[src/rtl/lcip_pkg.sv]
`timescale 1ns / 1ps

package lcip_pkg;

    localparam int PIX_W     = 8;
    localparam int COEF_W    = 16;
    localparam int RES_W     = 16;
    localparam int CFG_IDX_W = 2;
    localparam int ROM_DEPTH = 256;

    typedef enum logic [CFG_IDX_W-1:0] {
        CFG_COS = 2'd0,
        CFG_SIN = 2'd1
    } t_cfg_idx;

    localparam logic signed [COEF_W-1:0] COS_RESET = 16'sd16384;
    localparam logic signed [COEF_W-1:0] SIN_RESET = 16'sd0;

    // ln(2) * 2^64, rounded
    localparam logic [63:0] LN2_Q64 = 64'hB17217F7D1CF79AC;
    localparam int LOG2_FRAC = 48;

    // round(ln(v) * 2^frac), evaluated at elaboration only; v = 0 reads as ln(1)
    function automatic logic [31:0] ln_entry(input int unsigned v, input int unsigned frac);
        logic [63:0]  x;
        logic [63:0]  res;
        logic [63:0]  hi;
        logic [127:0] p;
        int unsigned  n;
        n = 0;
        if (v == 0) begin
            return 32'd0;
        end
        for (int k = 1; k < 32; k++) begin
            if ((v >> k) != 0) n = k;
        end
        x   = 64'(v) << (63 - n);
        res = 64'(n) << LOG2_FRAC;
        for (int i = LOG2_FRAC - 1; i >= 0; i--) begin
            p = {64'd0, x} * {64'd0, x};
            if (p[127]) begin
                x      = p[127:64];
                res[i] = 1'b1;
            end else begin
                x = p[126:63];
            end
        end
        p  = {64'd0, res} * {64'd0, LN2_Q64};
        hi = p[127:64];
        return 32'((hi + (64'd1 << (LOG2_FRAC - 1 - frac))) >> (LOG2_FRAC - frac));
    endfunction

endpackage

[src/rtl/log_chroma_invariant_projection_unit.sv]
`timescale 1ns / 1ps

// Log-chromaticity illumination-invariant projection.
// Input stream (i_s_*): one RGB pixel per item, tdata = {blue, green, red}.
// Output stream (o_m_*): one signed Q3.12 invariant per item, in input order.
// Config port: i_cfg_we with i_cfg_idx 0 writes cos_coef, 1 writes sin_coef
// (signed Q1.14); other indexes are ignored. Write only while the pipe is empty.
// Function: invariant = sat16(((ln r - ln g)*cos + (ln b - ln g)*sin) >>> 14),
// logs from a 256-entry ln ROM built at elaboration, zero channel reads as ln 1.
// Pipeline: five register stages from input accept to o_m_tvalid
// (input, ROM read, log differences, products, sum/shift/saturate).
// Throughput: one item per clock unless stalled; each stage hands on when the
// next is empty or moving, so bubbles are squeezed out; a stall loses nothing.
// Stall: while i_m_tready is low the pipe fills up; o_s_tready drops only
// once every stage holds an item.
// Reset (i_rst_n low, synchronous): pipe emptied, cos = 1.0, sin = 0.
module log_chroma_invariant_projection_unit #(
    parameter int LOG_FRAC_BITS  = 12,
    parameter int COEF_FRAC_BITS = 14
) (
    input  logic        i_clk,
    input  logic        i_rst_n,
    // slave stream
    input  logic        i_s_tvalid,
    output logic        o_s_tready,
    input  logic [23:0] i_s_tdata,   // [7:0] red, [15:8] green, [23:16] blue
    // master stream
    output logic        o_m_tvalid,
    input  logic        i_m_tready,
    output logic [15:0] o_m_tdata,   // [15:0] invariant
    // config write port
    input  logic        i_cfg_we,
    input  logic [lcip_pkg::CFG_IDX_W-1:0] i_cfg_idx,
    input  logic [lcip_pkg::COEF_W-1:0]    i_cfg_data
);

    // ln(255) < 5.55, so three integer bits
    localparam int LOG_W = LOG_FRAC_BITS + 3;
    localparam int PW    = lcip_pkg::PIX_W;

    // constant log table
    logic [LOG_W-1:0] w_rom [lcip_pkg::ROM_DEPTH];

    for (genvar v = 0; v < lcip_pkg::ROM_DEPTH; v++) begin : g_rom
        localparam logic [31:0] ENTRY = lcip_pkg::ln_entry(v, LOG_FRAC_BITS);
        assign w_rom[v] = ENTRY[LOG_W-1:0];
    end

    // config registers
    logic signed [lcip_pkg::COEF_W-1:0] r_cos;
    logic signed [lcip_pkg::COEF_W-1:0] r_sin;

    always_ff @(posedge i_clk) begin
        if (!i_rst_n) begin
            r_cos <= lcip_pkg::COS_RESET;
            r_sin <= lcip_pkg::SIN_RESET;
        end else if (i_cfg_we) begin
            unique case (i_cfg_idx)
                lcip_pkg::CFG_COS: r_cos <= i_cfg_data;
                lcip_pkg::CFG_SIN: r_sin <= i_cfg_data;
                default: ;
            endcase
        end
    end

    // pipeline state
    logic                r_vld1, r_vld2, r_vld3;
    logic [PW-1:0]       r_red, r_grn, r_blu;
    logic [LOG_W-1:0]    r_lr, r_lg, r_lb;
    logic signed [LOG_W:0] r_dx, r_dy;
    logic                w_en1, w_en2, w_en3;
    logic                w_proj_rdy;
    logic signed [lcip_pkg::RES_W-1:0] w_res;

    // a stage loads when it is empty or its content moves on
    assign w_en3 = !r_vld3 || w_proj_rdy;
    assign w_en2 = !r_vld2 || w_en3;
    assign w_en1 = !r_vld1 || w_en2;
    assign o_s_tready = w_en1;

    always_ff @(posedge i_clk) begin
        if (!i_rst_n) begin
            r_vld1 <= 1'b0;
            r_vld2 <= 1'b0;
            r_vld3 <= 1'b0;
        end else begin
            if (w_en1) r_vld1 <= i_s_tvalid;
            if (w_en2) r_vld2 <= r_vld1;
            if (w_en3) r_vld3 <= r_vld2;
        end
    end

    always_ff @(posedge i_clk) begin
        if (w_en1) begin
            r_red <= i_s_tdata[PW-1:0];
            r_grn <= i_s_tdata[2*PW-1:PW];
            r_blu <= i_s_tdata[3*PW-1:2*PW];
        end
        // ROM read; entry 0 holds 0, so a zero channel acts as 1
        if (w_en2) begin
            r_lr <= w_rom[r_red];
            r_lg <= w_rom[r_grn];
            r_lb <= w_rom[r_blu];
        end
        if (w_en3) begin
            r_dx <= $signed({1'b0, r_lr}) - $signed({1'b0, r_lg});
            r_dy <= $signed({1'b0, r_lb}) - $signed({1'b0, r_lg});
        end
    end

    lcip_proj #(
        .LOG_W          (LOG_W),
        .COEF_FRAC_BITS (COEF_FRAC_BITS)
    ) u_proj (
        .i_clk   (i_clk),
        .i_rst_n (i_rst_n),
        .i_vld   (r_vld3),
        .o_rdy   (w_proj_rdy),
        .i_dx    (r_dx),
        .i_dy    (r_dy),
        .i_cos   (r_cos),
        .i_sin   (r_sin),
        .o_vld   (o_m_tvalid),
        .i_rdy   (i_m_tready),
        .o_res   (w_res)
    );

    assign o_m_tdata = w_res;

`ifndef ASSERT_OFF
    // an empty first stage never refuses an item
    a_rdy_when_empty: assert property (@(posedge i_clk)
        disable iff (!i_rst_n) !r_vld1 |-> o_s_tready)
        else $error("input stalled with empty first stage");

    // an accepted item lands in the first stage
    a_accept_lands: assert property (@(posedge i_clk)
        disable iff (!i_rst_n) (i_s_tvalid && o_s_tready) |=> r_vld1)
        else $error("accepted item lost at first stage");

    // reset leaves no result behind
    a_reset_clears: assert property (@(posedge i_clk)
        $past(!i_rst_n) |-> !o_m_tvalid)
        else $error("output valid right after reset");
`endif

endmodule

[src/rtl/lcip_proj.sv]
`timescale 1ns / 1ps

// Projection stages: products, then sum / floor shift / saturate.
module lcip_proj #(
    parameter int LOG_W          = 15,
    parameter int COEF_FRAC_BITS = 14
) (
    input  logic                                i_clk,
    input  logic                                i_rst_n,
    input  logic                                i_vld,
    output logic                                o_rdy,
    input  logic signed [LOG_W:0]               i_dx,
    input  logic signed [LOG_W:0]               i_dy,
    input  logic signed [lcip_pkg::COEF_W-1:0]  i_cos,
    input  logic signed [lcip_pkg::COEF_W-1:0]  i_sin,
    output logic                                o_vld,
    input  logic                                i_rdy,
    output logic signed [lcip_pkg::RES_W-1:0]   o_res
);

    localparam int PW = LOG_W + 1 + lcip_pkg::COEF_W;
    localparam int SW = PW + 1;
    localparam logic signed [SW-1:0] MAX_V = SW'((1 << (lcip_pkg::RES_W - 1)) - 1);
    localparam logic signed [SW-1:0] MIN_V = -SW'(1 << (lcip_pkg::RES_W - 1));

    logic                  r_vld4;
    logic                  r_vld5;
    logic signed [PW-1:0]  r_px;
    logic signed [PW-1:0]  r_py;
    logic signed [lcip_pkg::RES_W-1:0] r_res;
    logic                  w_en4;
    logic                  w_en5;
    logic signed [SW-1:0]  w_sum;
    logic signed [SW-1:0]  w_sh;
    logic signed [lcip_pkg::RES_W-1:0] n_res;

    assign w_en5 = !r_vld5 || i_rdy;
    assign w_en4 = !r_vld4 || w_en5;
    assign o_rdy = w_en4;

    always_ff @(posedge i_clk) begin
        if (!i_rst_n) begin
            r_vld4 <= 1'b0;
            r_vld5 <= 1'b0;
        end else begin
            if (w_en4) r_vld4 <= i_vld;
            if (w_en5) r_vld5 <= r_vld4;
        end
    end

    always_comb begin
        w_sum = SW'(r_px) + SW'(r_py);
        w_sh  = w_sum >>> COEF_FRAC_BITS;
        if (w_sh > MAX_V) begin
            n_res = MAX_V[lcip_pkg::RES_W-1:0];
        end else if (w_sh < MIN_V) begin
            n_res = MIN_V[lcip_pkg::RES_W-1:0];
        end else begin
            n_res = w_sh[lcip_pkg::RES_W-1:0];
        end
    end

    always_ff @(posedge i_clk) begin
        if (w_en4) begin
            r_px <= PW'(i_dx) * PW'(i_cos);
            r_py <= PW'(i_dy) * PW'(i_sin);
        end
        if (w_en5) r_res <= n_res;
    end

    assign o_vld = r_vld5;
    assign o_res = r_res;

endmodule
[config.mk]
export PLATFORM = sky130hd
export DESIGN_NAME = log_chroma_invariant_projection_unit
export DESIGN_NICKNAME = d
export VERILOG_FILES = /design/src/rtl/lcip_pkg.sv /design/src/rtl/log_chroma_invariant_projection_unit.sv /design/src/rtl/lcip_proj.sv
export SDC_FILE = /design/constraint.sdc
export NUM_CORES = 2
export LEC_CHECK = 0
export BUFFER_PORTS_ARGS = -buffer_cell sky130_fd_sc_hd__buf_2
export CAP_MARGIN = 0
export CORE_MARGIN = 8
export CORE_UTILIZATION = 55
export CTS_CLUSTER_DIAMETER = 200
export CTS_CLUSTER_SIZE = 20
export DETAILED_ROUTE_END_ITERATION = 7
export PLACE_DENSITY = 0.79
export SLEW_MARGIN = 20
export SYNTH_ARGS = -nofsm -noshare
export SYNTH_HDL_FRONTEND = slang
export SYNTH_HIERARCHICAL = 1
export SYNTH_SLANG_ARGS = --single-unit
[constraint.sdc]
create_clock -name i_clk -period 11.81 [get_ports i_clk]
set_input_delay 0.5905 -clock i_clk [delete_from_list [all_inputs] [get_ports i_clk]]
set_output_delay 0.5905 -clock i_clk [all_outputs]
set_load 0.005 [all_outputs]
==> metrics.txt <==
r2r setup slk 4880 ps; share of layout cells above drive strength 1 roughly 4.7%; sequential cell area fraction in the yosys report between 15 and 20%; Die ar. 0.0821 sq mm; H-tree depth 1; syn_area_per_cell 8.51 sq um; Mapped Cells ~4,700; Starting Density a little under three fifths; DRC viols 3; wirelength, routed 127,000 um; GP Congestion roughly 1.0; Final period util 58.7%; Synth cell types 96; antenna-violating nets left 0; Hold Path Sink r_red[3]; net count after synthesis 5,587; Rel. slew slack 27.4%; DIE WIDTH 287 um; status finished with violations; vias in the first global route 35,300; post-route cell area 0.0413 sq mm; max cap viols 0; post_cts resized 0; boundary pin count 65; setup_tns 0 ps; DRT iter0 DRCs 5,453; CP max FO 16; reg2reg end u_proj/r_px[31]; clock-pin slew on the worst setup and hold paths 110 ps; Synth area leaders fa_1, edfxtp_1, ha_1, inv_1, nand2_1; pwr/cell area roughly 150 mW/mm^2; Post-synth EDFFs 181; total global-route track usage 30.1%; P_leak 18.5 nW; yosys warns 6; commonest non-fill, non-tap cell in the layout inv_1; worst skew pair latency ~520 ps; # Post-CTS Setup Buffers 0; Critical Path End Type flop; max frequency around 140 MHz; Fin. Hold Viols 0; nets ~5,400; Arrival @ worst endpoint between 7000 and 8000 ps; total core area 0.0727 sq mm; commonest cells after routing, fill and taps aside inv_1, nand2_1, fa_1, ha_1, and2_1; type of the worst setup path reg2reg; Setup crit start kind flop; drt pass-1 iters 8; Critical Path RT ~12,000 ps; failing checks design-rule violations; antenna violations before repair 2; Worst Tran Pin Value 1080 ps; clk root buf clkbuf_16; GRT overflow 0; WL/cell 23.0 um; Seq cells post-synth 218; unrepaired setup endpoints after global routing no; via count 35,600; Synth top area share 26.2%; worst hold stages 1; die height about 290 um; worst hold-check path type in2reg; Reg-to-Reg Start r_dx[9]; Hold Crit Start i_s_tdata[3]; CTS Buf Count 14; peak supply drop 0.191 mV; fin. max-slew vios 0; area leader, netlist fa_1; Async SR Flop Fraction 0%; DP HPWL 95,000 um; clock skew 24.9 ps; Port Buf Inserts 64; Fill cells 6,358; Reg2Reg Depth 20; row count 99; CTS tree yes; multi-input logic area 0.0304 sq mm; Area after DPL 0.0409 sq mm; Top FF cell, synth edfxtp_1; synth-to-layout area growth 2.55%; Sinks on Clock Net 218; Vias per Instance about 6.4; hold buffers post-CTS 0; first-pass GRT wire length about 200,000 um; largest net degree at the start of global routing 104; final setup fails 0; Longest Clk Path Bufs 3; sequential cell area approximately 0.0062 sq mm; mapped cell area 0.0403 sq mm; fin crit period 6930 ps
## cell type report
| type | instances | area share, % |
|---|---|---|
| Inverter | 642 | 5.84 |
| Timing Repair Buffer | 112 | 1.65 |
| Sequential cell | 218 | 15.0 |
| Clock buffer | 24 | 1.02 |
| Antenna cell | 1 | 0.00606 |
| Multi-Input combinational cell | 3568 | 73.6 |
| Tap cell | 959 | 2.91 |
## metrics by stage
step	hold slack, ps	power, mW	std cells	util (%)	setup WS [ps]
final	238	6.07	5524	56.8	4880
after floorplan	451	4.30	4732	-	5740
after CTS	225	6.02	5523	56.8	5010
after global routing	224	6.55	5523	56.8	4600
after global placement	461	5.36	5499	56.2	5160
after detailed placement	487	5.47	5499	56.2	5050
## logic make-up after synthesis
kind of cell	after synthesis	synth area share, %
fa+ha+maj	808	34.9
xor+xnor	110	2.39
simple gates	1495	18.1
mux	47	1.72
compound gates	1108	18.4
buf+inv	946	9.16
flops	218	15.3
## worst max-delay path: stages (launching register included)
cell and delay, ps:
edfxtp_1 810, nand2_1 190, fa_1 570, inv_1 50, fa_1 480, fa_1 580, fa_1 440, fa_1 520
inv_1 60, fa_1 480, inv_1 40, ha_1 410, nand4_1 170, nor2_1 200, nand2_1 80, o32ai_1 670
nor2_1 250, o211a_1 300, o21bai_1 140, a21oi_1 100, xnor2_1 130
## synthesized netlist by cell type (18+ instances only)
| cell type | number |
|---|---|
| buf_1 | 28 |
| dfxtp_1 | 37 |
| a221oi_1 | 19 |
| nand3_1 | 80 |
| o21bai_1 | 19 |
| edfxtp_1 | 181 |
| nand2_1 | 539 |
| xor2_1 | 36 |
| xnor2_1 | 74 |
| o31ai_1 | 31 |
| a21oi_1 | 258 |
| a211o_1 | 19 |
| and2_1 | 260 |
| clkbuf_1 | 196 |
| o211ai_1 | 60 |
| o311ai_0 | 28 |
| a31oi_1 | 55 |
| nor2_1 | 230 |
| fa_1 | 526 |
| nor2b_1 | 75 |
| mux2i_1 | 21 |
| a21boi_0 | 44 |
| or2_2 | 21 |
| nor3_1 | 106 |
| buf_2 | 69 |
| a21o_1 | 47 |
| a211oi_1 | 57 |
| ha_1 | 282 |
| nand4_1 | 18 |
| inv_1 | 634 |
| a2111oi_0 | 19 |
| a311oi_1 | 41 |
| nand2b_1 | 81 |
| o21ai_0 | 237 |
## sequential cells by signal, indices dropped and copies added (netlist names), 15 cells and up
name and flops:
r_sin 16, u_proj/o_res 16, r_cos 16, u_proj/r_py 32
u_proj/r_px 32, r_dy 16, r_lb 15, r_lg 15
r_lr 15, r_dx 16
## per-layer routing
metal	part of all wire, %	vias up	global-route usage (%)
met5	0.021	-	0
met4	5.4	4	13.4
met3	11	497	6.67
met2	45	2314	47.6
met1	39	17100	39.5
li1	-	15600	-
## how the worst max path moves through the flow
stage | slack (ps) | cells after the start | end | start
final | 4880 | 20 | u_proj/r_px[31] | r_dx[9]
after CTS | 5010 | 20 | u_proj/r_px[31] | r_dx[9]
after detailed placement | 5050 | 22 | u_proj/r_px[31] | r_cos[1]
after floorplan | 5740 | 25 | u_proj/r_px[31] | r_cos[7]
after global placement | 5160 | 21 | u_proj/r_px[31] | r_dx[14]
after global routing | 4600 | 22 | u_proj/r_px[31] | r_cos[1]
## report_power, final
part	switching (mW)	internal (mW)
Clock	0.279	0.245
Sequential	0.378	1.18
Combinational	2.42	1.56
Note: power is estimated with default switching activity, not from simulation.
